**config.mk**
```make
export PLATFORM = sky130hd
export DESIGN_NAME = ssa_fifo
export DESIGN_NICKNAME = d
export VERILOG_FILES = /design/src/hw/rtl/ssa_pkg.sv /design/src/hw/rtl/ssa_fifo.sv
export SDC_FILE = /design/constraint.sdc
export NUM_CORES = 1
export LEC_CHECK = 0
export BUFFER_PORTS_ARGS = -buffer_cell sky130_fd_sc_hd__buf_2
export CORE_MARGIN = 1
export CORE_UTILIZATION = 35
export DETAILED_ROUTE_END_ITERATION = 8
export GPL_TIMING_DRIVEN = 0
export SLEW_MARGIN = 15
export SYNTH_ARGS = -nofsm -noshare
export SYNTH_HDL_FRONTEND = slang
export SYNTH_SLANG_ARGS = --single-unit
```
**constraint.sdc**
```tcl
create_clock -name clk -period 5.2 [get_ports clk]
set_input_delay 0.78 -clock clk [delete_from_list [all_inputs] [get_ports clk]]
set_output_delay 0.78 -clock clk [all_outputs]
set_load 0.005 [all_outputs]
```
**src/hw/rtl/ssa_pkg.sv**
```systemverilog
`timescale 1ns / 1ps
// ----------------------------------------------------------------------------
// ssa_pkg
// Shared types and constants for the structure score accumulator.
// ----------------------------------------------------------------------------
package ssa_pkg;

	localparam int COORD_W = 24;
	localparam int DIST_W  = 50;
	localparam int SCALE_W = 32;
	localparam int SUM_W   = 33;
	localparam int CNT_W   = 17;
	localparam int TERM_W  = 17;
	localparam int QBITS   = 16;
	localparam int NUM_GDT = 5;
	localparam int FIFO_DEPTH = 4;
	localparam int FIFO_AW = 2;

	localparam logic [1:0] REG_D0     = 2'd0;
	localparam logic [1:0] REG_D8     = 2'd1;
	localparam logic [1:0] REG_CUTOFF = 2'd2;

	localparam logic [SCALE_W-1:0] D0_RESET = 32'd25000000;
	localparam logic [SCALE_W-1:0] D8_RESET = 32'd100000000;
	localparam logic [SCALE_W-1:0] MAXSUB_D2 = 32'd12250000;
	localparam logic [DIST_W-1:0] WITHIN10_D2 = 50'd100000000;

	localparam logic [DIST_W-1:0] GDT_LIMIT [NUM_GDT] = '{
		50'd250000, 50'd1000000, 50'd4000000, 50'd16000000, 50'd64000000
	};

	// Classified request passed from front to back
	typedef struct packed {
		logic [DIST_W-1:0] dist2;
		logic [NUM_GDT-1:0] gdt_hit;
		logic main_en;
		logic within10;
		logic maxsub_en;
		logic last;
	} item_t;

	typedef enum logic [1:0] {
		ST_IDLE,
		ST_DIV,
		ST_ACC
	} back_state_t;

endpackage

```
**src/hw/rtl/ssa_fifo.sv**
```systemverilog
`timescale 1ns / 1ps
// ----------------------------------------------------------------------------
// ssa_fifo
// Short queue of classified requests between front and back.
// ----------------------------------------------------------------------------
module ssa_fifo (
	input  logic clk,
	input  logic arst_n,
	input  logic wr_valid,
	output logic wr_ready,
	input  ssa_pkg::item_t wr_item,
	output logic rd_valid,
	input  logic rd_ready,
	output ssa_pkg::item_t rd_item
);
	ssa_pkg::item_t mem_q [ssa_pkg::FIFO_DEPTH];
	logic [ssa_pkg::FIFO_AW-1:0] wp_q, rp_q;
	logic [ssa_pkg::FIFO_AW:0] cnt_q;
	logic wr, rd;

	assign wr_ready = cnt_q != (ssa_pkg::FIFO_AW+1)'(ssa_pkg::FIFO_DEPTH);
	assign rd_valid = cnt_q != '0;
	assign wr = wr_valid && wr_ready;
	assign rd = rd_valid && rd_ready;
	assign rd_item = mem_q[rp_q];

	always_ff @(posedge clk or negedge arst_n) begin
		if (!arst_n) begin
			wp_q <= '0;
			rp_q <= '0;
			cnt_q <= '0;
		end else begin
			if (wr) wp_q <= wp_q + 1'b1;
			if (rd) rp_q <= rp_q + 1'b1;
			if (wr && !rd) cnt_q <= cnt_q + 1'b1;
			else if (rd && !wr) cnt_q <= cnt_q - 1'b1;
		end
	end

	always_ff @(posedge clk) begin
		if (wr) mem_q[wp_q] <= wr_item;
	end

endmodule

```
Word-level counts from Yosys, hierarchy flattened
Memories as Yosys holds them, arrays and structs flattened. Cells that the tools add are included.

Add/subtract/negate cells: 4. Equal/unequal tests: 1. Muxes and demuxes: 4. Reductions and logical operators: 8.

Operator list (count): 2-to-1 mux 3 bit (2); adder 2 x 1 -> 2 bit (second input constant) (2); logical AND 1 bit (4); adder 3 x 1 -> 3 bit (second input constant) (1); != test 3 bit (second input constant) (1); nonzero test 3 bit (1); subtractor 3 x 1 -> 3 bit (second input constant) (1); logical NOT 1 bit (2); 2-to-1 mux 1 bit (2); nonzero test 2 bit (1).

Bits of input ports: 63. Output and inout port bits: 61. Memories: 1. RAM bits: 236. Bits in registers: 7. Word-level logic and storage cells: 21.

Memories: mem_q (depth 4, width 59, read ports 1, clocked after Yosys merged registers in 0, wr ports 1, line ssa_fifo.sv:16) `ssa_pkg::item_t mem_q [ssa_pkg::FIFO_DEPTH];`.

Logic depth before layout (Yosys ltp)
Word-level depth: 6. Mapped depth: 8. Mapped depth without buffers: 8.

Worst setup path before layout
OpenSTA, ideal clock, no wires.

Kind: input to register. Start: input port wr_valid. End: memory mem_q[0][0] in the netlist's numbering, enable pin. Stages on the path: 2. Library setup time: 0.423 ns. Path slack: 2.298 ns. Buffers on the path: 0. Data required time: 4.777 ns. Arrival: 2.479 ns. Path through: a21boi_2 -> and2_1.

Word-level cells in the longest chain between the ends: 3.

RTL lines: from (decl) (line ssa_fifo.sv:9) `input logic wr_valid,`; logical AND 1 bit (line ssa_fifo.sv:23) `assign wr = wr_valid && wr_ready;`; 2-to-1 mux 1 bit (line ssa_fifo.sv:41) `if (wr) mem_q[wp_q] <= wr_item;`; 2-to-1 mux 1 bit (not written as such) (line ssa_fifo.sv:41); to (decl) (line ssa_fifo.sv:16).

No other way between the ends.

==> impl_metrics.ini <==
[outcome]
status = finished clean

[worst_setup_path]
critical_path_class = register to output port
cp_data_arrival_time_ns = 2.04
cpPeakStageDelay_ns = 0.37
critPathLaunch = rp_q[1]$_DFFE_PN0P_
critPathMaxFanout = 10
slowest_stage = mux4_2
critPathTopFamily = buffers and inverters
crit_required_ns = 4.42
cp-start-kind = register
worstSetupEndpointType = output port
cp_num_buf_inv = 3
critical_path.cell_chain = clkbuf_1 -> buf_2 -> mux4_2 -> buf_2
crit_top_cell = buf_2
worstReg2RegStart = cnt_q[0]$_DFFE_PN0P_

[hold_path]
hp-class = primary input to asynchronous set/reset pin

[clock_network]
cts_tree = yes
htreeDepth = 1
postCtsSetupRepairBufs = 0
cts_resized = 0
clk_latency_ns = 0.52
path_clk_slew_ns = 0.06
clockBufferDepth = 3
cts.sinks = 243
root_buffer = clkbuf_16
holdBufCountCts = 0
numCtsBuffers = 26

[sta]
worst_pin_slew_ns = 0.3935
fin_crit_ns = 2.817
hold_viol = 0
fin_crit_sh_pct = 54.16
relSlewSlack_pct = 73.77
tns_ns = 0
drv_slew = 0
holdWs_ns = 0.07631
rsz0062_at_grt = no
fin_ws_ns = 2.383
setup_violations = 0
skew_ns = 0.01179
fmax_ghz = 0.3550

[placement]
gp_congestion = 0.6756
place_area_sq_um = 10140
place_worst_setup_slack_ns = 2.796
hpwl_um = 9827
portBuffers = 123
dp_cells = 801

[floorplanning]
start_util_pct = 35.71
dieHeight_um = 162.3
core_area_sq_um = 25180
ios = 124
dieArea_sq_um = 26330
rows = 58
fp.dieW_um = 162.3

[route]
drtIter0Drc = 222
ant_nets = 0
vias = 4012
drc = 0
avgRoutedWirePerCell_um = 19.13
first_pass_iters = 4
vias_per_cell = 4.731
drt_wl_total_um = 16230

[power]
fin_total_pwr_mw = 6.227
powerDensity_nw_per_um2 = 568.2
p_leak_nw = 3.768
vdd_drop_max_v = 0.0002753

[cells_and_area]
fin_area_sq_um = 10960
drive_gt1_share_pct = 47.10
area_growth_pct = 21.89
diodes = 0
finalNetCount = 568
final_cells = 848
post-route-util_pct = 43.52

[synth]
ys_types = 20
netlist_area_sq_um = 8991
ys_seq_area_share_pct = 80.77
ys_ff_latch = 243
synth_area_per_cell_sq_um = 26.14
yosysWarningCount = 0
syn_inst = 344
syn-num-nets = 413

[flow_run]
max_cap_violations = 0

[grt]
grt_overflow_total = 0
grt_max_degree = 47
grt_pass1_vias = 4495
grt_pass1_wl_um = 24950
grt_usage_pct = 12.57
antenna_found_initial = 3
layout by cell type (no fill, tap or decap), drive strengths merged, types with 4 or more instances in the layout:
master,count
and2,4
buf,140
clkbuf,30
clkinv,15
dfrtp,7
edfxtp,236
ha,5
inv,4
mux4,59
xnor2,4
per-layer routing:
metal / global-route usage [%] / up-vias / wire length (um)
met2: 22.42 / 102 / 8464
met3: 3.141 / 37 / 870
met1: 14.88 / 2081 / 6426
li1: - / 1786 / -
met4: 3.774 / 6 / 426
met5: 0 / - / 38
power breakdown:
| part | switching, mW | total [mW] | leakage, nW | internal, mW |
|---|---|---|---|---|
| combinational | 0.878 | 1.80 | 1.11 | 0.920 |
| sequential | 0.0900 | 2.68 | 2.24 | 2.59 |
| clock | 0.712 | 1.75 | 0.412 | 1.04 |
area by class of cell:
class	count	area (sq um)
Fill cell	2181	14220
Timing Repair Buffer	127	725.7
Sequential cell	243	7262
Inverter	3	11.26
Tap cell	330	412.9
Clock buffer	29	683.2
Multi-Input combinational cell	84	1563
Buffer	14	165.2
Clock inverter	18	136.4
worst paths after layout:
path                                               end  slack, ns  cells after the start
worst max-delay path                       rd_item[46]       2.38                      4
worst min-delay path              cnt_q[0]$_DFFE_PN0P_       0.08                      1
worst max register to register    cnt_q[2]$_DFFE_PN0P_       3.04                      8
worst min register to register    cnt_q[2]$_DFFE_PN0P_       0.52                      1
max in group asynchronous         cnt_q[1]$_DFFE_PN0P_       4.96                      1
min in group clk                mem_q[0][41]$_DFFE_PP_       0.47                      1
sequential cells by signal, indices dropped and copies added, names as in the netlist:
name / cells
rp_q: 2
mem_q: 236
cnt_q: 3
wp_q: 2
synth_stat cells:
cell	number	area share, %
and2_1	4	0.28
mux4_1	1	0.29
clkbuf_1	1	0.042
ha_1	5	0.70
buf_2	6	0.33
or3_1	1	0.070
fa_1	1	0.22
a21boi_2	1	0.13
inv_1	3	0.13
mux4_2	58	15
nor2_1	2	0.084
buf_6	1	0.13
mux2_2	2	0.25
xnor2_1	4	0.39
nand2_1	2	0.084
buf_12	6	1.3
xor2_1	2	0.19
edfxtp_1	236	79
nand3_1	1	0.056
dfrtp_1	7	1.9
kinds of logic (layout without fill, tap and decap cells):
family | after synthesis | in the layout | synth area share [%]
AOI/OAI and AO/OA | 1 | 1 | 0.1252
xor gates and xnor gates | 6 | 6 | 0.5845
adders and majority gates | 6 | 6 | 0.9185
buffers and inverters | 17 | 191 | 1.962
DFF | 243 | 243 | 80.77
muxes | 61 | 61 | 15.07
and+or+nand+nor | 10 | 10 | 0.5706
No activity file was read; power rests on OpenSTA's default activity.
