## src/hw/rtl/ssa_pkg.sv

```systemverilog
`timescale 1ns / 1ps
// ----------------------------------------------------------------------------
// ssa_pkg
// Shared types and constants for the structure score accumulator.
// ----------------------------------------------------------------------------
package ssa_pkg;

	localparam int COORD_W = 24;
	localparam int DIST_W  = 50;
	localparam int SCALE_W = 32;
	localparam int SUM_W   = 33;
	localparam int CNT_W   = 17;
	localparam int TERM_W  = 17;
	localparam int QBITS   = 16;
	localparam int NUM_GDT = 5;
	localparam int FIFO_DEPTH = 4;
	localparam int FIFO_AW = 2;

	localparam logic [1:0] REG_D0     = 2'd0;
	localparam logic [1:0] REG_D8     = 2'd1;
	localparam logic [1:0] REG_CUTOFF = 2'd2;

	localparam logic [SCALE_W-1:0] D0_RESET = 32'd25000000;
	localparam logic [SCALE_W-1:0] D8_RESET = 32'd100000000;
	localparam logic [SCALE_W-1:0] MAXSUB_D2 = 32'd12250000;
	localparam logic [DIST_W-1:0] WITHIN10_D2 = 50'd100000000;

	localparam logic [DIST_W-1:0] GDT_LIMIT [NUM_GDT] = '{
		50'd250000, 50'd1000000, 50'd4000000, 50'd16000000, 50'd64000000
	};

	// Classified request passed from front to back
	typedef struct packed {
		logic [DIST_W-1:0] dist2;
		logic [NUM_GDT-1:0] gdt_hit;
		logic main_en;
		logic within10;
		logic maxsub_en;
		logic last;
	} item_t;

	typedef enum logic [1:0] {
		ST_IDLE,
		ST_DIV,
		ST_ACC
	} back_state_t;

endpackage

```

## src/hw/rtl/ssa_front.sv

```systemverilog
`timescale 1ns / 1ps
// ----------------------------------------------------------------------------
// ssa_front
// Accepts coordinate pairs, forms squared distance, classifies thresholds.
// ----------------------------------------------------------------------------
module ssa_front (
	input  logic clk,
	input  logic arst_n,
	input  logic in_valid,
	output logic in_ready,
	input  logic signed [ssa_pkg::COORD_W-1:0] model_x,
	input  logic signed [ssa_pkg::COORD_W-1:0] model_y,
	input  logic signed [ssa_pkg::COORD_W-1:0] model_z,
	input  logic signed [ssa_pkg::COORD_W-1:0] ref_x,
	input  logic signed [ssa_pkg::COORD_W-1:0] ref_y,
	input  logic signed [ssa_pkg::COORD_W-1:0] ref_z,
	input  logic last_pair,
	input  logic [ssa_pkg::SCALE_W-1:0] d8_squared,
	input  logic cutoff_mode,
	output logic out_valid,
	input  logic out_ready,
	output ssa_pkg::item_t out_item
);
	logic v_s1, v_s2;
	logic [ssa_pkg::COORD_W:0] ax_s1, ay_s1, az_s1;
	logic last_s1;
	logic [ssa_pkg::DIST_W-1:0] dist_s2;
	logic last_s2;
	logic adv_s1, adv_s2;
	logic [2*ssa_pkg::COORD_W+1:0] sqx, sqy, sqz;

	function automatic logic [ssa_pkg::COORD_W:0] absdiff(
		input logic signed [ssa_pkg::COORD_W-1:0] a,
		input logic signed [ssa_pkg::COORD_W-1:0] b);
		logic signed [ssa_pkg::COORD_W:0] d;
		d = {a[ssa_pkg::COORD_W-1], a} - {b[ssa_pkg::COORD_W-1], b};
		return d[ssa_pkg::COORD_W] ? -d : d;
	endfunction

	assign adv_s2 = !v_s2 || out_ready;
	assign adv_s1 = !v_s1 || adv_s2;
	assign in_ready = adv_s1;

	assign sqx = ax_s1 * ax_s1;
	assign sqy = ay_s1 * ay_s1;
	assign sqz = az_s1 * az_s1;

	always_ff @(posedge clk or negedge arst_n) begin
		if (!arst_n) begin
			v_s1 <= 1'b0;
			v_s2 <= 1'b0;
		end else begin
			if (adv_s1) v_s1 <= in_valid;
			if (adv_s2) v_s2 <= v_s1;
		end
	end

	always_ff @(posedge clk) begin
		if (adv_s1 && in_valid) begin
			ax_s1 <= absdiff(model_x, ref_x);
			ay_s1 <= absdiff(model_y, ref_y);
			az_s1 <= absdiff(model_z, ref_z);
			last_s1 <= last_pair;
		end
		if (adv_s2 && v_s1) begin
			dist_s2 <= ssa_pkg::DIST_W'(sqx) + ssa_pkg::DIST_W'(sqy)
				+ ssa_pkg::DIST_W'(sqz);
			last_s2 <= last_s1;
		end
	end

	always_comb begin
		out_item.dist2 = dist_s2;
		for (int i = 0; i < ssa_pkg::NUM_GDT; i++)
			out_item.gdt_hit[i] = dist_s2 <= ssa_pkg::GDT_LIMIT[i];
		out_item.main_en = !(cutoff_mode &&
			dist_s2 > ssa_pkg::DIST_W'(d8_squared));
		out_item.within10 = dist_s2 < ssa_pkg::WITHIN10_D2;
		out_item.maxsub_en = dist_s2 < ssa_pkg::DIST_W'(ssa_pkg::MAXSUB_D2);
		out_item.last = last_s2;
	end
	assign out_valid = v_s2;

endmodule

```

## config.mk

```make
export PLATFORM = sky130hd
export DESIGN_NAME = ssa_front
export DESIGN_NICKNAME = d
export VERILOG_FILES = /design/src/hw/rtl/ssa_pkg.sv /design/src/hw/rtl/ssa_front.sv
export SDC_FILE = /design/constraint.sdc
export NUM_CORES = 2
export LEC_CHECK = 0
export BUFFER_PORTS_ARGS = -buffer_cell sky130_fd_sc_hd__buf_2
export CAP_MARGIN = 20
export CORE_MARGIN = 2
export CORE_UTILIZATION = 28
export CTS_BUF_LIST = sky130_fd_sc_hd__clkbuf_8
export CTS_CLUSTER_SIZE = 25
export DETAILED_ROUTE_END_ITERATION = 8
export PLACE_DENSITY = 0.42
export SLEW_MARGIN = 10
export SYNTH_ARGS = -nofsm -noshare
export SYNTH_HDL_FRONTEND = slang
export SYNTH_SLANG_ARGS = --single-unit
```

## constraint.sdc

```tcl
create_clock -name clk -period 9.3 [get_ports clk]
set_input_delay 0.465 -clock clk [delete_from_list [all_inputs] [get_ports clk]]
set_output_delay 0.465 -clock clk [all_outputs]
set_load 0.05 [all_outputs]
```

; Word level (Yosys, flattened, before mapping)
; Index checks and enable logic that the tools add are counted.
[totals]
rom_bits = 0
latch_bits = 0
register_bits = 129
word_cells = 41
mem_count = 0
ram_bits = 0
[classes]
shift = 0
bitwise = 0
n_eq_ne = 0
n_addsub = 8
n_lt_le_gt_ge = 8
mux = 3
n_reduce_logical = 8
div_mod_pow = 0
n_mul = 3
[op_table]
columns = operator, count
row1 = $mul A25 B25 Y50, 3
row2 = $add A50 B50 Y50, 2
row3 = $neg A25 Y25, 3
row4 = $sub A24 B24 Y25, 3
row5 = $mux W24, 3
row6 = $gt A50 B32 Y1, 1
row7 = $le A50 B18 Y1 const B, 1
row8 = $le A50 B20 Y1 const B, 1
row9 = $le A50 B22 Y1 const B, 1
row10 = $le A50 B24 Y1 const B, 1
row11 = $le A50 B26 Y1 const B, 1
row12 = $lt A50 B24 Y1 const B, 1
row13 = $lt A50 B27 Y1 const B, 1
row14 = $logic_and A1 B1 Y1, 3
row15 = $logic_not A1 Y1, 3
row16 = $logic_or A1 B1 Y1, 2

; Logic depth before layout (Yosys ltp)
[logic_depth]
ltp_word = 4
ltp_mapped = 35

; Worst setup path before layout
; OpenSTA, ideal clock, no wires.
[synth_timing]
path_type = register -> register
from = register az_s1[2] (netlist bit)
to = register dist_s2[49] (netlist bit) (data pin)
stages_incl_launch_ff = 32
t_required_ns = 9.037
period_less_slack_ns = 8.892
arrival_time_ns = 8.629
setup_time_ns = 0.263
path_slack_ns = 0.408
path_cell_list = edfxtp_1 > clkbuf_1 > clkbuf_1 > nand2_1 > fa_1 > inv_1 > fa_1 > inv_1 > fa_1 > inv_1 > fa_1 > fa_1 > inv_1 > fa_1 > fa_1 > fa_1 > inv_1 > fa_1 > inv_1 > fa_1 > inv_1 > ha_1 > a21oi_1 > nor2_1 > o21a_1 > a2111oi_4 > o21bai_2 > a221o_1 > a21oi_1 > o21ai_1 > o41ai_2 > xnor2_1
[synth_via]
elab_chain_cells = 2
[synth_lines]
columns = item, line_no
row1 = from (decl), ssa_front.sv:25  ; logic [ssa_pkg::COORD_W:0] ax_s1, ay_s1, az_s1;
row2 = from (signal assigned), ssa_front.sv:62  ; az_s1 <= absdiff(model_z, ref_z);
row3 = $mul A25 B25 Y50, ssa_front.sv:46  ; assign sqz = az_s1 * az_s1;
row4 = $add A50 B50 Y50, ssa_front.sv:67  ; + ssa_pkg::DIST_W'(sqz);
row5 = to (signal assigned), ssa_front.sv:66  ; dist_s2 <= ssa_pkg::DIST_W'(sqx) + ssa_pkg::DIST_W'(sqy)
row6 = to (decl), ssa_front.sv:27  ; logic [ssa_pkg::DIST_W-1:0] dist_s2;
; Every way passes these cells.
; A chain may end at the register's enable or synchronous reset.

; Final worst setup path
[layout_timing]
from = register ax_s1[1] (netlist bit)
to = register dist_s2[48] (netlist bit) (data pin)
[layout_via]
elab_chain_cells = 3
[layout_lines]
columns = item, line_no
row1 = from (decl), ssa_front.sv:25
row2 = from (signal assigned), ssa_front.sv:60  ; ax_s1 <= absdiff(model_x, ref_x);
row3 = $mul A25 B25 Y50, ssa_front.sv:44  ; assign sqx = ax_s1 * ax_s1;
row4 = $add A50 B50 Y50, ssa_front.sv:66
row5 = $add A50 B50 Y50, ssa_front.sv:67
; Every way passes these cells.

==> results.cfg <==
[critical_path]
start_kind = flop
cp.arrival_ns = 9.49
endpoint_kind = flop
crit_fanout = 17
crit_type = reg -> reg
rr_worst_depth = 31
required_ns = 9.73
slowest_delay_ns = 0.55
critPathMostFrequentCell = fa_1
r2r_start = ax_s1[1]
critical-path-slowest-cell = fa_1
worstSetupStartpoint = ax_s1[1]

[routing]
vias = 44730
totalWireLength_um = 185400
ant_nets = 0
via_per_inst = 4.346
dr.first_iter.drc_count = 1687
drc = 0
routedWlPerCell_um = 18.01
drtPass1Iterations = 7

[synthesis]
yosys.area.top_type_share = 0.4930
yosysSeqAreaShare = 0.05951
ys_types = 98
synth.most_common_cell = inv_1
syn_avg_cell_area_um2 = 9.539
async_flop_share = 0.01550
synthTopCellsByArea = fa_1 49%, inv_1 13%, ha_1 13%, edfxtp_1 5.9%, and2_1 4.0%
ys_ff_latch = 129
synth_cells = 6807
syn-num-nets = 9243
synth_top_area_cell = fa_1
ys_top_cells_by_count = 2,202 x inv_1, 1,599 x fa_1, 655 x ha_1
synth_flop_cell = edfxtp_1
synth_edf_count = 127
yosys_warnings = 0
synth_area_um2 = 64930

[final_layout]
fin_nets = 9683
final_core_util = 0.3191
area_growth_syn_to_layout_pct = 13.20
drive_gt1_frac = 0.1182
num-fill-cells = 24340

[place]
gp_congestion = 0.8872
dp_hpwl_um = 168200
port_buffers = 242

[min_path]
hold_path_class = in -> reg
whs_path_depth = 3
holdCritStartpoint = ref_y[0]

[cts]
cts_buffers = 17
clk_pin_slew_worst_paths_ns = 0.10
clock_sinks = 129
cts.path.max_buffers = 2
clk_latency_ns = 0.70
cts_root_buffer = clkbuf_8
cts_tree = done
htree_num_levels = 4

[floorplan]
dieArea_um2 = 235800
initial_core_util = 0.2819
die_y_um = 485.6
die-width_um = 485.6
placementRows = 176
ios = 243
core_area_um2 = 230300

[run_status]
outcome = completed

[global_routing]
gr-total-overflow = 0
grt_first_pass_wirelength_um = 291100
grt_max_degree = 51
grtUsageTotal = 0.1642
antenna_found_initial = 7
grt_pass1_vias = 51090

[sta]
rsz0062_at_grt = true
finalHoldViolCount = 0
slew_headroom = 0.2323
slew_viol_final = 0
finalSetupTns_ns = 0
fin_crit_ns = 9.055
fin_crit_sh = 0.9736
finalSetupViolCount = 0
fmax_ghz = 0.1104
skew_ns = 0.02997
worst_pin_slew_ns = 1.143

[run]
max_cap_violations = 0
final timing paths:
path | to | slack [ns]
setup / recovery | dist_s2[48] | 0.25
hold / removal | ay_s1[0] | 0.25
setup reg to reg | dist_s2[48] | 0.25
hold reg to reg | last_s2 | 0.44
max in group asynchronous | v_s1 | 8.58
min in group asynchronous | out_valid | 0.60
registers in the layout (all words and copies together), names as in the netlist:
name and cells:
ax_s1 25, last_s1 1, out_valid 1, dist_s2 50, az_s1 25, last_s2 1
v_s1 1, ay_s1 25
worst max-delay path, delay by kind of cell, from the launching register on:
family | cells | cell delay [ns]
AO/OA/AOI/OAI | 5 | 1.24
XOR/XNOR | 1 | 0.08
adder cells (fa/ha/maj) | 11 | 5.35
buffers and inverters | 10 | 1.01
flip-flops | 1 | 0.43
AND/OR/NAND/NOR | 4 | 0.67
final cells by class:
cell class              instances  area [um^2]  area share
multi-input cells            4291        52640      0.7162
inverters                    2204         8282      0.1127
repair buffers                604         4521     0.06150
flip-flops and latches        129         3864     0.05257
well taps                    3026         3786     0.05151
clock buffers                  17        234.0    0.003183
clock inverters                15        158.9    0.002162
diodes                          7        17.52   0.0002383
placed cells by master (no fill, tap or decap), types with 66 or more instances in the layout:
master    synthesis  layout
nand2_1         517     500
ha_1            655     638
xnor2_1         131     130
buf_4             2     292
inv_1          2202    2169
a21o_1           66      66
and2_1          415     401
edfxtp_1        127     127
fa_1           1599    1559
a21oi_1         148     132
buf_2             8     242
xor2_1           74      73
nor2_1          187     174
logic make-up after synthesis:
family,share of synthesized area
compound gates,0.05028
xor+xnor,0.02765
fa+ha+maj,0.6192
buf+inv,0.1385
flops,0.05951
mux,0.001638
other cells,0.00005775
simple gates,0.1032
metal layers:
metal  global-route usage  routed length [um]  part of all wire
met5                    0                   0                 0
met1               0.1882               71500              0.39
met4              0.04750                6112             0.033
met2               0.3159              101900              0.55
met3              0.01975                5931             0.032
repair_timing:
item,CTS,global route
buffers inserted,0,47
cloned,0,3
gates resized for setup,9,208
endpoints found under the hold margin,5,0
hold buffers,6,0
endpoints found under the setup margin,10,19
pin swaps,1,139
stage by stage:
step / setup WS (ns) / hold WS [ns] / instances / area, um^2
after floorplan: 0.4081 / 0.1694 / 6807 / 64930
after global routing: -0.02817 / 0.2090 / 10290 / 73500
after detailed placement: -0.2250 / 0.2523 / 10200 / 71860
after CTS: 0.002323 / 0.1926 / 10230 / 72360
after global placement: -0.2071 / 0.2510 / 10190 / 71850
final: 0.2451 / 0.2520 / 10290 / 73500
Power is not shown: default switching activity piles up to over one toggle a cycle in this logic, so the estimate is an artifact.
