### src/hw/rtl/ssa_pkg.sv
`timescale 1ns / 1ps
// ----------------------------------------------------------------------------
// ssa_pkg
// Shared types and constants for the structure score accumulator.
// ----------------------------------------------------------------------------
package ssa_pkg;

	localparam int COORD_W = 24;
	localparam int DIST_W  = 50;
	localparam int SCALE_W = 32;
	localparam int SUM_W   = 33;
	localparam int CNT_W   = 17;
	localparam int TERM_W  = 17;
	localparam int QBITS   = 16;
	localparam int NUM_GDT = 5;
	localparam int FIFO_DEPTH = 4;
	localparam int FIFO_AW = 2;

	localparam logic [1:0] REG_D0     = 2'd0;
	localparam logic [1:0] REG_D8     = 2'd1;
	localparam logic [1:0] REG_CUTOFF = 2'd2;

	localparam logic [SCALE_W-1:0] D0_RESET = 32'd25000000;
	localparam logic [SCALE_W-1:0] D8_RESET = 32'd100000000;
	localparam logic [SCALE_W-1:0] MAXSUB_D2 = 32'd12250000;
	localparam logic [DIST_W-1:0] WITHIN10_D2 = 50'd100000000;

	localparam logic [DIST_W-1:0] GDT_LIMIT [NUM_GDT] = '{
		50'd250000, 50'd1000000, 50'd4000000, 50'd16000000, 50'd64000000
	};

	// Classified request passed from front to back
	typedef struct packed {
		logic [DIST_W-1:0] dist2;
		logic [NUM_GDT-1:0] gdt_hit;
		logic main_en;
		logic within10;
		logic maxsub_en;
		logic last;
	} item_t;

	typedef enum logic [1:0] {
		ST_IDLE,
		ST_DIV,
		ST_ACC
	} back_state_t;

endpackage

### src/hw/rtl/ssa_divider.sv
`timescale 1ns / 1ps
// ----------------------------------------------------------------------------
// ssa_divider
// Restoring divider, one quotient bit per cycle: floor(2^16*s/(s+d)).
// ----------------------------------------------------------------------------
module ssa_divider (
	input  logic clk,
	input  logic arst_n,
	input  logic start,
	input  logic [ssa_pkg::SCALE_W-1:0] scale,
	input  logic [ssa_pkg::DIST_W-1:0] dist2,
	output logic busy,
	output logic done,
	output logic [ssa_pkg::TERM_W-1:0] quot
);
	localparam int DEN_W = ssa_pkg::DIST_W + 1;
	localparam int CW = 5;
	logic [DEN_W-1:0] den_q;
	logic [DEN_W:0] rem_q;
	logic [ssa_pkg::TERM_W-1:0] quot_q;
	logic [CW-1:0] cnt_q;
	logic busy_q, done_q;
	logic [DEN_W:0] trial;
	logic [DEN_W-1:0] den_n;

	// quotient <= 2^16, so rem stays < den; 17 steps with first step on s
	assign den_n = DEN_W'(scale) + DEN_W'(dist2);
	assign trial = {rem_q[DEN_W-1:0], 1'b0};

	always_ff @(posedge clk or negedge arst_n) begin
		if (!arst_n) begin
			busy_q <= 1'b0;
			done_q <= 1'b0;
			cnt_q <= '0;
		end else begin
			done_q <= 1'b0;
			if (start) begin
				busy_q <= 1'b1;
				cnt_q <= CW'(ssa_pkg::QBITS);
			end else if (busy_q) begin
				if (cnt_q == '0) begin
					busy_q <= 1'b0;
					done_q <= 1'b1;
				end else begin
					cnt_q <= cnt_q - 1'b1;
				end
			end
		end
	end

	always_ff @(posedge clk) begin
		if (start) begin
			den_q <= den_n;
			if (den_n == '0) begin
				rem_q <= '0;
				quot_q <= ssa_pkg::TERM_W'(1) << ssa_pkg::QBITS;
			end else if ((DEN_W+1)'(scale) >= {1'b0, den_n}) begin
				rem_q <= (DEN_W+1)'(scale) - {1'b0, den_n};
				quot_q <= ssa_pkg::TERM_W'(1);
			end else begin
				rem_q <= (DEN_W+1)'(scale);
				quot_q <= '0;
			end
		end else if (busy_q && cnt_q != '0) begin
			if (den_q == '0) begin
				quot_q <= quot_q;
			end else if (trial >= {1'b0, den_q}) begin
				rem_q <= trial - {1'b0, den_q};
				quot_q <= {quot_q[ssa_pkg::TERM_W-2:0], 1'b1};
			end else begin
				rem_q <= trial;
				quot_q <= {quot_q[ssa_pkg::TERM_W-2:0], 1'b0};
			end
		end
	end

	assign busy = busy_q;
	assign done = done_q;
	assign quot = quot_q;

endmodule

### src/hw/rtl/ssa_back.sv
`timescale 1ns / 1ps
// ----------------------------------------------------------------------------
// ssa_back
// Computes TM and MaxSub terms and updates the accumulators.
// ----------------------------------------------------------------------------
module ssa_back (
	input  logic clk,
	input  logic arst_n,
	input  logic in_valid,
	output logic in_ready,
	input  ssa_pkg::item_t in_item,
	input  logic [ssa_pkg::SCALE_W-1:0] d0_squared,
	output logic res_valid,
	input  logic res_ready,
	output logic [ssa_pkg::SUM_W-1:0] main_score_sum,
	output logic [ssa_pkg::SUM_W-1:0] tm_all_sum,
	output logic [ssa_pkg::SUM_W-1:0] tm_within10_sum,
	output logic [ssa_pkg::SUM_W-1:0] maxsub_sum,
	output logic [ssa_pkg::CNT_W-1:0] gdt_half,
	output logic [ssa_pkg::CNT_W-1:0] gdt_one,
	output logic [ssa_pkg::CNT_W-1:0] gdt_two,
	output logic [ssa_pkg::CNT_W-1:0] gdt_four,
	output logic [ssa_pkg::CNT_W-1:0] gdt_eight
);
	ssa_pkg::back_state_t state_q, state_n;
	ssa_pkg::item_t item_q;
	logic phase_q, phase_n;
	logic [ssa_pkg::TERM_W-1:0] tm_q;
	logic [ssa_pkg::TERM_W-1:0] ms_q;
	logic [ssa_pkg::SUM_W-1:0] sum_q [4];
	logic [ssa_pkg::CNT_W-1:0] cnt_q [ssa_pkg::NUM_GDT];
	logic [ssa_pkg::SUM_W-1:0] osum_q [4];
	logic [ssa_pkg::CNT_W-1:0] ocnt_q [ssa_pkg::NUM_GDT];
	logic res_valid_q;
	logic div_start, div_busy, div_done;
	logic [ssa_pkg::SCALE_W-1:0] div_scale;
	logic [ssa_pkg::TERM_W-1:0] div_quot;
	logic take, acc;
	logic [3:0] add_en;
	logic [ssa_pkg::TERM_W-1:0] add_v [4];

	function automatic logic [ssa_pkg::SUM_W-1:0] sat_add(
		input logic [ssa_pkg::SUM_W-1:0] s, input logic [ssa_pkg::TERM_W-1:0] v);
		logic [ssa_pkg::SUM_W:0] t;
		t = {1'b0, s} + (ssa_pkg::SUM_W+1)'(v);
		return t[ssa_pkg::SUM_W] ? '1 : t[ssa_pkg::SUM_W-1:0];
	endfunction

	assign div_scale = phase_q ? ssa_pkg::MAXSUB_D2 : d0_squared;

	ssa_divider u_div (
		.clk(clk), .arst_n(arst_n), .start(div_start), .scale(div_scale),
		.dist2(item_q.dist2), .busy(div_busy), .done(div_done), .quot(div_quot)
	);

	always_comb begin
		state_n = state_q;
		phase_n = phase_q;
		div_start = 1'b0;
		take = 1'b0;
		acc = 1'b0;
		in_ready = 1'b0;
		case (state_q)
			ssa_pkg::ST_IDLE: begin
				in_ready = !(in_valid && in_item.last && res_valid_q);
				if (in_valid && in_ready) begin
					take = 1'b1;
					state_n = ssa_pkg::ST_DIV;
					phase_n = 1'b0;
				end
			end
			ssa_pkg::ST_DIV: begin
				if (!div_busy && !div_done) begin
					div_start = 1'b1;
				end else if (div_done) begin
					if (!phase_q && item_q.maxsub_en) begin
						phase_n = 1'b1;
					end else begin
						state_n = ssa_pkg::ST_ACC;
					end
				end
			end
			ssa_pkg::ST_ACC: begin
				acc = 1'b1;
				state_n = ssa_pkg::ST_IDLE;
			end
			default: state_n = ssa_pkg::ST_IDLE;
		endcase
	end

	always_comb begin
		add_en = {item_q.maxsub_en, item_q.within10, 1'b1, item_q.main_en};
		add_v[0] = tm_q;
		add_v[1] = tm_q;
		add_v[2] = tm_q;
		add_v[3] = ms_q;
	end

	always_ff @(posedge clk or negedge arst_n) begin
		if (!arst_n) begin
			state_q <= ssa_pkg::ST_IDLE;
			phase_q <= 1'b0;
			res_valid_q <= 1'b0;
			for (int k = 0; k < 4; k++) sum_q[k] <= '0;
			for (int i = 0; i < ssa_pkg::NUM_GDT; i++) cnt_q[i] <= '0;
		end else begin
			state_q <= state_n;
			phase_q <= phase_n;
			if (res_valid_q && res_ready) res_valid_q <= 1'b0;
			if (acc) begin
				for (int k = 0; k < 4; k++)
					sum_q[k] <= item_q.last ? '0 :
						(add_en[k] ? sat_add(sum_q[k], add_v[k]) : sum_q[k]);
				for (int i = 0; i < ssa_pkg::NUM_GDT; i++)
					cnt_q[i] <= item_q.last ? '0 :
						((item_q.gdt_hit[i] && cnt_q[i] != '1) ?
						cnt_q[i] + 1'b1 : cnt_q[i]);
				if (item_q.last) res_valid_q <= 1'b1;
			end
		end
	end

	always_ff @(posedge clk) begin
		if (take) item_q <= in_item;
		if (div_done && !phase_q) tm_q <= div_quot;
		if (div_done && phase_q) ms_q <= div_quot;
		if (acc && item_q.last) begin
			for (int k = 0; k < 4; k++)
				osum_q[k] <= add_en[k] ? sat_add(sum_q[k], add_v[k]) : sum_q[k];
			for (int i = 0; i < ssa_pkg::NUM_GDT; i++)
				ocnt_q[i] <= (item_q.gdt_hit[i] && cnt_q[i] != '1) ?
					cnt_q[i] + 1'b1 : cnt_q[i];
		end
	end

	assign res_valid = res_valid_q;
	assign main_score_sum = osum_q[0];
	assign tm_all_sum = osum_q[1];
	assign tm_within10_sum = osum_q[2];
	assign maxsub_sum = osum_q[3];
	assign gdt_half = ocnt_q[0];
	assign gdt_one = ocnt_q[1];
	assign gdt_two = ocnt_q[2];
	assign gdt_four = ocnt_q[3];
	assign gdt_eight = ocnt_q[4];

endmodule

### config.mk
export PLATFORM = sky130hd
export DESIGN_NAME = ssa_back
export DESIGN_NICKNAME = d
export VERILOG_FILES = /design/src/hw/rtl/ssa_pkg.sv /design/src/hw/rtl/ssa_divider.sv /design/src/hw/rtl/ssa_back.sv
export SDC_FILE = /design/constraint.sdc
export NUM_CORES = 1
export LEC_CHECK = 0
export BUFFER_PORTS_ARGS = -buffer_cell sky130_fd_sc_hd__buf_2
export CORE_AREA = 2 2 442 225
export CTS_CLUSTER_SIZE = 14
export DETAILED_ROUTE_END_ITERATION = 10
export DIE_AREA = 0 0 444 227
export PLACE_DENSITY = 0.6
export SLEW_MARGIN = 20
export SYNTH_ARGS = -nofsm -noshare
export SYNTH_HDL_FRONTEND = slang
export SYNTH_SLANG_ARGS = --single-unit
### constraint.sdc
create_clock -name clk -period 18 [get_ports clk]
set_clock_uncertainty 0.1 [all_clocks]
set_input_delay 0 -clock clk [delete_from_list [all_inputs] [get_ports clk]]
set_output_delay 0 -clock clk [all_outputs]
set_load 0.05 [all_outputs]
; ---- Word level (Yosys, flattened, before mapping)
; Memories as Yosys holds them, arrays and structs flattened.
; Index checks and enable logic that the tools add are counted.
[totals]
word_cells = 152
mem_count = 2
regBits = 440
ramBits = 217
input_bits = 95
out_inout_bits = 219
[mem_list]
columns = name, depth, width, read_ports, rd_ports_with_merged_regs, write_ports, line
row1 = osum_q, 4, 33, 4, 0, 4, ssa_back.sv:32  ; logic [ssa_pkg::SUM_W-1:0] osum_q [4];
row2 = ocnt_q, 5, 17, 5, 0, 5, ssa_back.sv:33  ; logic [ssa_pkg::CNT_W-1:0] ocnt_q [ssa_pkg::NUM_GDT];
[classes]
n_lt_le_gt_ge = 2
n_eq_ne = 14
reduce_logical = 31
mux = 64
n_addsub = 13
[ops]
columns = op, n
row1 = $mux 33, 11
row2 = $mux 51, 6
row3 = $mux 17, 14
row4 = $add 33x17->34, 4
row5 = $logic_not 51->1, 2
row6 = $add 17x1->17 const B, 5
row7 = $ne 17x17->1 const B, 5
row8 = $ge 52x51->1, 1
row9 = $add 32x50->51, 1
row10 = $ge 32x51->1, 1
row11 = $sub 32x51->51, 1
row12 = $sub 51x51->51, 1
row13 = $mux 32, 1
row14 = $mux 1, 23
row15 = $logic_and 1x1->1, 15
row16 = $mux 5, 3
row17 = $ne 2x2->1 const B, 6
row18 = $mux 2, 4
row19 = $reduce_bool 2->1, 3
row20 = $logic_not 5->1, 1
row21 = $reduce_and 5->1, 1
row22 = $reduce_bool 5->1, 1
row23 = $sub 5x1->5 const B, 1
row24 = $logic_not 1->1, 4
row25 = 8 further kinds, 9

; ---- Logic depth before layout (Yosys ltp)
; Gate-level depths: netlist of the first run.
[depth]
depth_word = 6
mapped_depth = 28
mapped_depth_nobuf = 24

; ---- Hierarchy
; From an unflattened synthesis of the first run, not the netlist that was laid out.
[hier_totals]
hier_cells = 3850
hier_area_um2 = 39166.3
[modules_own_cells]
columns = mod, cells_each, seq_area_each_um2, area_each_um2, instances
row1 = ssa_back, 2319, 14839.2, 26003.7, 1
row2 = ssa_divider, 1531, 3748.6, 13162.6, 1

; ---- Worst setup path after synthesis of the first run
; OpenSTA, ideal clock, no wires.
[synth_timing]
path_type = reg-to-reg
start = register state_q[0]
end = register sum_q[119] (netlist bit)
arrival_ps = 7445
path_stages_with_launch = 6
n_path_buf = 2
period_less_slack_ps = 7989
setup_ps = 445
path_slack_ps = 10011
required_time_ps = 17455
cell_sequence = dfrtp_1 > nand2b_1 > clkbuf_1 > nor2_1 > clkbuf_1 > nor3_1
[synth_between]
elab_chain_cells = 2
[synth_lines]
columns = item, line
row1 = "start, declared", ssa_back.sv:25  ; ssa_pkg::back_state_t state_q, state_n;
row2 = "start signal, assigned", ssa_back.sv:101  ; state_q <= ssa_pkg::ST_IDLE;
row3 = "start signal, assigned", ssa_back.sv:107  ; state_q <= state_n;
row4 = $eq 2x2->1, ssa_back.sv:63  ; case (state_q)
row5 = $mux 1, ssa_back.sv:63
row6 = "end signal, assigned by index", ssa_back.sv:112  ; sum_q[k] <= item_q.last ? '0 :
row7 = "end, declared", ssa_back.sv:30  ; logic [ssa_pkg::SUM_W-1:0] sum_q [4];
; Every way passes these cells.
; A chain may end at the register's enable or synchronous reset.

; ---- Worst setup path in the final report of the first run
[layout_timing]
start = register phase_q
end = register u_div.rem_q[48], data pin
[layout_between]
elab_chain_cells = 6
word_cells_on_any_way = 8
[layout_lines]
columns = item, line
row1 = "start, declared", ssa_back.sv:27  ; logic phase_q, phase_n;
row2 = "start signal, assigned", ssa_back.sv:108  ; phase_q <= phase_n;
row3 = $mux 32 *, ssa_back.sv:49  ; assign div_scale = phase_q ? ssa_pkg::MAXSUB_D2 : d0_squared;
row4 = $add 32x50->51, ssa_divider.sv:27  ; assign den_n = DEN_W'(scale) + DEN_W'(dist2);
row5 = $sub 32x51->51 / $ge 32x51->1 (equally long branches), "ssa_divider.sv:58, ssa_divider.sv:57"
row6 = $mux 51, ssa_divider.sv:57  ; end else if ((DEN_W+1)'(scale) >= {1'b0, den_n}) begin
row7 = $mux 51 *, ssa_divider.sv:54  ; if (den_n == '0) begin
row8 = $mux 51 *, ssa_divider.sv:52  ; if (start) begin
row9 = "end signal, assigned", ssa_divider.sv:58  ; rem_q <= (DEN_W+1)'(scale) - {1'b0, den_n};
row10 = "end signal, assigned", ssa_divider.sv:61  ; rem_q <= (DEN_W+1)'(scale);
row11 = "end signal, assigned", ssa_divider.sv:68  ; rem_q <= trial - {1'b0, den_q};
row12 = "end, declared", ssa_divider.sv:19  ; logic [DEN_W:0] rem_q;
; Mark *: on every way between the ends. The rest lies on a longest branch, timed or not.

==> key figures, run 1 <==
Route
  • DR WL/cell: 21.92 µm
  • Residual DRC: 0
  • Total Wirelength: 121.8 mm
  • Routed vias/inst: 5.671
  • DRT iter0 DRCs: 3,930
  • First drt pass iteration count: 7
  • Antenna Nets Post-Route: 0
  • Overall via count from detail_route: 31.51k

Floorplan
  • Die H: 227 µm
  • Die Wd: 444 µm
  • I/O pin cnt: 314
  • FP Rows: 81
  • Core area: 0.09679 mm²
  • Die area: 0.1008 mm²
  • Starting Density: 0.3977

Timing
  • # setup viols final: 0
  • Minimum clock period: 7926 ps
  • Unrepaired setup endpoints after global routing: no
  • Setup TNS: 0 ps
  • Ratio of final minimum period to clock period: 0.4403
  • Max-slew violations: 0
  • Fmax: 126.2 MHz
  • Slew HR: 0.2087
  • Worst-Margin Slew: 1176 ps
  • Final hold violation count: 0

Finish
  • Nets: 4,492
  • Area grow syn2layout: 17.24%
  • Fraction of layout cells with a size suffix above 1: 0.1321

Clock network
  • Longest Clk Path Bufs: 3
  • Clock tree sinks: 657
  • Clock root buffer: clkbuf_16
  • Post-CTS setup buffers: 0
  • H-Tree Depth: 3
  • PostCTS Resize Cnt: 0
  • Worst skew pair latency: 690 ps
  • TritonCTS Buffers: 66
  • Clk slew on worst S/H paths: 70 ps
  • TritonCTS clock tree: built

Critical path
  • Reg-to-Reg End: u_div.rem_q[48]$_DFFE_PP_
  • WP data required: 18,370 ps
  • Worst Setup Start Kind: flip-flop
  • Arrival time worst endpoint: 8290 ps
  • Max FO, Critical Path: 35
  • CP Class: flip-flop to flip-flop
  • CP endpoint kind: flip-flop
  • Reg2Reg Setup Slack: 10,070 ps
  • Worst R2R Path Depth: 18
  • Reg2reg start: phase_q$_DFFE_PN0P_

Pwr
  • Power per cell area: 145.7 mW/mm²
  • Leak: 18.31 nW
  • Max VDD drop: 86.40 µV
  • Final Total Pwr: 6.577 mW

Yosys
  • Synth top area share: 0.3347
  • Leading area contributor after synthesis: edfxtp_1
  • Post-synth top flop: edfxtp_1
  • Mapped cell area: 0.03849 mm²
  • Async SR Flop Fraction: 0.3470
  • Cells after Synth: 3,821
  • Synth top area cells: edfxtp_1, dfrtp_1, ha_1, xnor2_1, a21oi_1
  • Mapped Nets: 4,099
  • Seq cells post-synth: 657
  • Mean Syn Cell Area: 10.07 µm²
  • Post-synth EDFFs: 429
  • Post-synthesis sequential area ratio: 0.4829
  • Post-synthesis cell type count: 113
  • Ys Warns: 0

Global routing
  • First-pass GRT wire length: 182.1 mm
  • Grt met1 use: 0.4013
  • Vias in the first global route: 28.23k
  • Met2 global-route usage: 0.2833
  • Busiest grt layer: met1
  • GRT Resource Usage Total: 0.2369
  • Grt total ovfl: 0
  • Initial antenna violation count: 5
  • GR met3 Demand/Resource: 0.07189
  • Largest net degree at the start of global routing: 74

Hold path
  • Hold crit path type: input port to flip-flop
  • Hold_sp: d0_squared[5]
  • Hold Path Sink: u_div.rem_q[5]$_DFFE_PP_
  • Hold Path Stages: 4

Job
  • Number of max-cap violations: 0

Place
  • DP HPWL: 89.09 mm
  • PortBufs: 313
  • Gpl congestion: 0.9697

Outcome
  • Status: finished clean
## synthesized netlist by cell type, types with 24 or more instances
cell	number
nor4_1	27
dfrtp_1	228
o21ai_0	206
nor2b_1	47
nand2_1	347
edfxtp_1	429
inv_1	180
ha_1	178
xnor2_1	170
nand2b_1	41
clkbuf_1	148
a21o_1	68
nor2_1	275
or2_2	30
o21a_1	54
xor2_1	98
a31oi_1	52
mux2i_1	34
nand4_1	43
and3_1	66
and2_1	49
a211oi_1	33
nand3_1	133
or3_1	24
a22o_1	91
nor3_1	84
a21oi_1	280
## flip-flops by register name (all words and copies together), names as in the netlist, 2 cells and up
name	cells
cnt_q	85
ms_q	17
osum_q	132
u_div.rem_q	51
ocnt_q	85
item_q	56
u_div.quot	17
add_en	3
u_div.den_q	51
sum_q	132
u_div.cnt_q	5
tm_q	17
state_q	2
## worst max path at each step
stage	start	end	slack [ps]	cells past startpoint
5_1_grt	phase_q$_DFFE_PN0P_	u_div.rem_q[48]$_DFFE_PP_	9510	18
4_1_cts	phase_q$_DFFE_PN0P_	u_div.rem_q[45]$_DFFE_PP_	10450	17
3_3_place_gp	phase_q$_DFFE_PN0P_	u_div.rem_q[44]$_DFFE_PP_	10670	17
6_report	phase_q$_DFFE_PN0P_	u_div.rem_q[48]$_DFFE_PP_	10070	18
3_5_place_dp	phase_q$_DFFE_PN0P_	u_div.rem_q[46]$_DFFE_PP_	10460	17
2_1_floorplan	state_q[0]$_DFFE_PN0P_	sum_q[119]$_DFFE_PN0N_	10010	5
## metal layers
metal  up-vias  wire length, µm
met5         -                0
met4         0             1482
met1     15161            63950
met3       102            12510
met2      1302            43870
li1      14943                -
## report_power, final
| group | internal, mW | leakage, nW | switching, mW | total [mW] |
|---|---|---|---|---|
| Clock | 0.841 | 1.11 | 0.647 | 1.49 |
| Sequential | 1.94 | 6.93 | 0.177 | 2.12 |
| Combinational | 1.10 | 10.3 | 1.88 | 2.97 |
## worst max-delay path: stages, from the launching register on
cell	delay (ps)
dfrtp_1	500
inv_1	300
nand2_1	410
inv_1	130
ha_1	490
and2_1	190
nand2_1	80
nor3_2	650
nor2b_1	240
a21boi_1	770
o21ai_0	330
o21ai_0	310
o211ai_1	170
a2111oi_2	830
nand4_1	460
nor2_4	170
buf_4	440
nand3b_1	800
o21ai_0	300
## layout make-up
| class | instances | area, µm² |
|---|---|---|
| antenna | 2 | 5.005 |
| clock inverter | 28 | 412.9 |
| tap | 1286 | 1609 |
| inverter | 184 | 693.2 |
| fill | 9046 | 51660 |
| sequential | 657 | 18590 |
| timing repair buffer | 497 | 3361 |
| clock buffer | 94 | 1878 |
| multi-input combinational | 2808 | 18580 |
## stage by stage
step | hold slack [ps] | area [µm²] | setup slack [ps] | cells | utilization
floorplan | -395.6 | 38490 | 10010 | 3821 | -
global placement | -95.93 | 41320 | 10670 | 5285 | 0.4269
detailed placement | -89.04 | 41320 | 10460 | 5285 | 0.4269
CTS | 18.13 | 45090 | 10450 | 5553 | 0.4659
global route | 77.84 | 45130 | 9512 | 5556 | 0.4663
finish | 60.64 | 45130 | 10070 | 5556 | 0.4663
## cell usage in the layout, fill, tap and decap left out, drive strengths merged, types with 99 or more instances in the layout
cell type | netlist | layout
nand3 | 133 | 133
a21oi | 283 | 283
xnor2 | 170 | 170
nand2 | 347 | 347
nor2 | 277 | 277
buf | 23 | 352
dfrtp | 228 | 228
xor2 | 99 | 99
dlygate4sd3 | 0 | 145
ha | 178 | 178
inv | 183 | 184
edfxtp | 429 | 429
o21ai | 215 | 215
## cells by family (layout without fill, tap and decap cells)
group | count (synthesis) | in the layout | synth area share
muxes | 49 | 49 | 0.01323
AOI/OAI and AO/OA | 1058 | 1058 | 0.1846
buffers and inverters | 356 | 803 | 0.03585
and+or+nand+nor | 1239 | 1239 | 0.1583
other | 0 | 2 | 0
adders and majority gates | 191 | 191 | 0.06258
xor gates and xnor gates | 271 | 271 | 0.06258
DFF | 657 | 657 | 0.4829
## timing repair
action,4_1_cts,5_1_grt
endpoints found under the hold margin,241,0
endpoints found under the setup margin,0,0
hold buffers,146,0
Note: power is estimated with default switching activity, not from simulation.
==> inputs of run 2 (changes only) <==
PLACE_DENSITY = 0.62   (was 0.6)
clock period = 6.5 ns   (was 18 ns; I/O delays follow)
==> key figures, run 2 (synthesis results as in run 1) <==
Global routing
  • Largest net degree at the start of global routing: 145 (was 74)
  • Vias in the first global route: 28.56k (was 28.23k)
  • First-pass GRT wire length: 183.8 mm (was 182.1 mm)
  • Grt total ovfl: 0 (unchanged)
  • GRT Resource Usage Total: 0.2391 (was 0.2369)
  • Initial antenna violation count: 2 (was 5)

Route
  • Antenna Nets Post-Route: 0 (unchanged)
  • DR WL/cell: 21.86 µm (was 21.92 µm)
  • Total Wirelength: 122.6 mm (was 121.8 mm)
  • Residual DRC: 0 (unchanged)
  • DRT iter0 DRCs: 3,798 (was 3,930)
  • First drt pass iteration count: 8 (was 7)
  • Overall via count from detail_route: 31.89k (was 31.51k)
  • Routed vias/inst: 5.685 (was 5.671)

Critical path
  • WP buf/inv: 4 (was 3)
  • CP Launch Point: phase_q$_DFFE_PN0P_ (unchanged)
  • Arrival time worst endpoint: 6630 ps (was 8290 ps)
  • Max FO, Critical Path: 32 (was 35)
  • CP cell instances: buf_4 > or2_2 > ha_1 > o21ai_0 > nor2_1 > o21a_1 > o21ai_0 > a31oi_1 > buf_4 > nor2_1 > o41ai_1 > xor2_1 > inv_1 > ha_1 > or2_2 > nand4_1 > nor2_4 > buf_12 > nand2b_2 > o41ai_1 (was inv_1 > nand2_1 > inv_1 > ha_1 > and2_1 > nand2_1 > nor3_2 > nor2b_1 > a21boi_1 > o21ai_0 > o21ai_0 > o211ai_1 > a2111oi_2 > nand4_1 > nor2_4 > buf_4 > nand3b_1 > o21ai_0)
  • CP endpoint kind: flip-flop (unchanged)
  • Delay-heaviest family, CP: simple AND/OR/NAND/NOR gates (unchanged)
  • Worst Setup Start Kind: flip-flop (unchanged)
  • Worst path depth: 20 (was 18)
  • Reg-to-Reg End: u_div.rem_q[31]$_DFFE_PP_ (was u_div.rem_q[48]$_DFFE_PP_)
  • CP endpoint: u_div.rem_q[31]$_DFFE_PP_ (was u_div.rem_q[48]$_DFFE_PP_)
  • CP Class: flip-flop to flip-flop (unchanged)
  • Critical path's slowest cell: dfrtp_2 (was a2111oi_2)
  • Worst R2R Path Depth: 20 (was 18)
  • Reg2Reg Setup Slack: 230 ps (was 10,070 ps)
  • WP data required: 6860 ps (was 18,370 ps)
  • Peak per-stage delay on the critical path: 500 ps (was 830 ps)
  • Reg2reg start: phase_q$_DFFE_PN0P_ (unchanged)

Floorplan
  • Starting Density: 0.3977 (unchanged)
  • FP Rows: 81 (unchanged)
  • Core area: 0.09679 mm² (unchanged)
  • Die H: 227 µm (unchanged)
  • Die Wd: 444 µm (unchanged)
  • Die area: 0.1008 mm² (unchanged)
  • I/O pin cnt: 314 (unchanged)

Hold path
  • Hold crit path type: input port to flip-flop (unchanged)
  • Hold_sp: d0_squared[1] (was d0_squared[5])

Clock network
  • Clock root buffer: clkbuf_16 (unchanged)
  • TritonCTS clock tree: built (unchanged)
  • Clk slew on worst S/H paths: 60 ps (was 70 ps)
  • Longest Clk Path Bufs: 3 (unchanged)
  • H-Tree Depth: 3 (unchanged)
  • TritonCTS Buffers: 66 (unchanged)
  • Clock tree sinks: 657 (unchanged)
  • Worst skew pair latency: 670 ps (was 690 ps)

Place
  • DP HPWL: 89.62 mm (was 89.09 mm)
  • Gpl congestion: 0.9699 (was 0.9697)
  • DP Cell Count: 5,339 (was 5,285)
  • PortBufs: 313 (unchanged)

Pwr
  • Power per cell area: 402.9 mW/mm² (was 145.7 mW/mm²)
  • Leak: 18.59 nW (was 18.31 nW)
  • Sw Pwr: 7.591 mW (was 2.700 mW)
  • Internal Power: 10.77 mW (was 3.877 mW)
  • Switching Share: 0.4135 (was 0.4105)
  • Flop pwr share: 0.321 (was 0.322)
  • Final Total Pwr: 18.36 mW (was 6.577 mW)
  • Max VDD drop: 224.8 µV (was 86.40 µV)
  • Comb pwr share: 0.465 (was 0.452)
  • Clock power share: 0.214 (was 0.226)

Finish
  • Nets: 4,546 (was 4,492)
  • Most frequent cells in the layout: edfxtp_1, nand2_1, buf_2 (unchanged)
  • Fraction of layout cells with a size suffix above 1: 0.1477 (was 0.1321)
  • Filler cells: 9,010 (was 9,046)
  • Top flop regs: osum_q: 132 flops, sum_q: 132 flops (unchanged)
  • Most common cell after layout, fill and taps aside: edfxtp_1 (unchanged)
  • Multi-input logic area: 0.01867 mm² (was 0.01858 mm²)
  • Reg area: 0.01859 mm² (about the same)
  • Area grow syn2layout: 18.38% (was 17.24%)
  • Non-filler instance count after layout: 5,609 (was 5,556)

Timing
  • Max-slew violations: 0 (unchanged)
  • Unrepaired setup endpoints after global routing: no (unchanged)
  • Final hold violation count: 0 (unchanged)
  • # setup viols final: 0 (unchanged)
  • Minimum clock period: 6269 ps (was 7926 ps)
  • Ratio of final minimum period to clock period: 0.9644 (was 0.4403)
  • Setup TNS: 0 ps (unchanged)
  • Worst-Margin Slew: 1062 ps (was 1176 ps)
  • Fmax: 159.5 MHz (was 126.2 MHz)
  • Slew HR: 0.2920 (was 0.2087)

Outcome
  • Status: finished clean (unchanged)

Job
  • Number of max-cap violations: 0 (unchanged)
run 2: metal layers:
layer	vias to the layer above	global-route usage	part of all wire
met3	115	0.06878	0.11
met2	1334	0.2822	0.36
met1	15413	0.4083	0.52
li1	15027	-	-
met4	0	0.04107	0.014
met5	-	0	0
run 2: how the worst min path moves through the flow:
stage,to,slack (ps),cells after the start
floorplan,cnt_q[0]$_DFFE_PN0N_,-400,0
global placement,sum_q[106]$_DFFE_PN0N_,-10,1
detailed placement,sum_q[108]$_DFFE_PN0N_,-10,1
CTS,u_div.den_q[1]$_DFFE_PP_,6,4
global route,u_div.rem_q[5]$_DFFE_PP_,50,4
finish,u_div.den_q[1]$_DFFE_PP_,20,4
run 2: final cells by class:
class | count | share of cell area
Multi-Input combinational cell | 2808 | 0.4098
Sequential cell | 657 | 0.4080
Timing Repair Buffer | 551 | 0.08419
Clock buffer | 92 | 0.04105
Tap cell | 1286 | 0.03531
Inverter | 184 | 0.01521
Clock inverter | 29 | 0.006371
Antenna cell | 2 | 0.0001098
run 2: power by group through the flow:
stage / combinational [mW] / clock (mW) / sequential (mW)
4_1_cts: 8.21 / 4.02 / 5.86
3_3_place_gp: 8.08 / 0 / 5.94
6_report: 8.54 / 3.93 / 5.88
2_1_floorplan: 5.77 / 0 / 5.71
5_1_grt: 9.26 / 4.20 / 5.93
3_5_place_dp: 8.07 / 0 / 5.93
run 2: repair_timing:
| action | 4_1_cts | 5_1_grt |
|---|---|---|
| setup endpoints to repair | 1 | 53 |
| setup buffers | 0 | 1 |
| hold buffers | 145 | 0 |
| endpoints found under the hold margin | 171 | 0 |
| cloned | 0 | 1 |
| resized for setup | 1 | 20 |
| pin swaps | 0 | 3 |
run 2: tightest hold or removal path: stages:
cell	delay (ps)
buf_2	150
nand2b_1	120
xnor2_1	140
ha_2	220
run 2: stage by stage:
| stage | hold slack (ps) | worst slack [ps] | utilization | instance area, µm² |
|---|---|---|---|---|
| 2_1_floorplan | -395.6 | 377.1 | - | 38490 |
| 3_3_place_gp | -12.70 | 120.5 | 0.4319 | 41800 |
| 3_5_place_dp | -14.86 | 32.01 | 0.4319 | 41800 |
| 4_1_cts | 5.740 | 13.86 | 0.4694 | 45430 |
| 5_1_grt | 51.87 | 3.300 | 0.4707 | 45560 |
| 6_report | 20.78 | 231.5 | 0.4708 | 45560 |
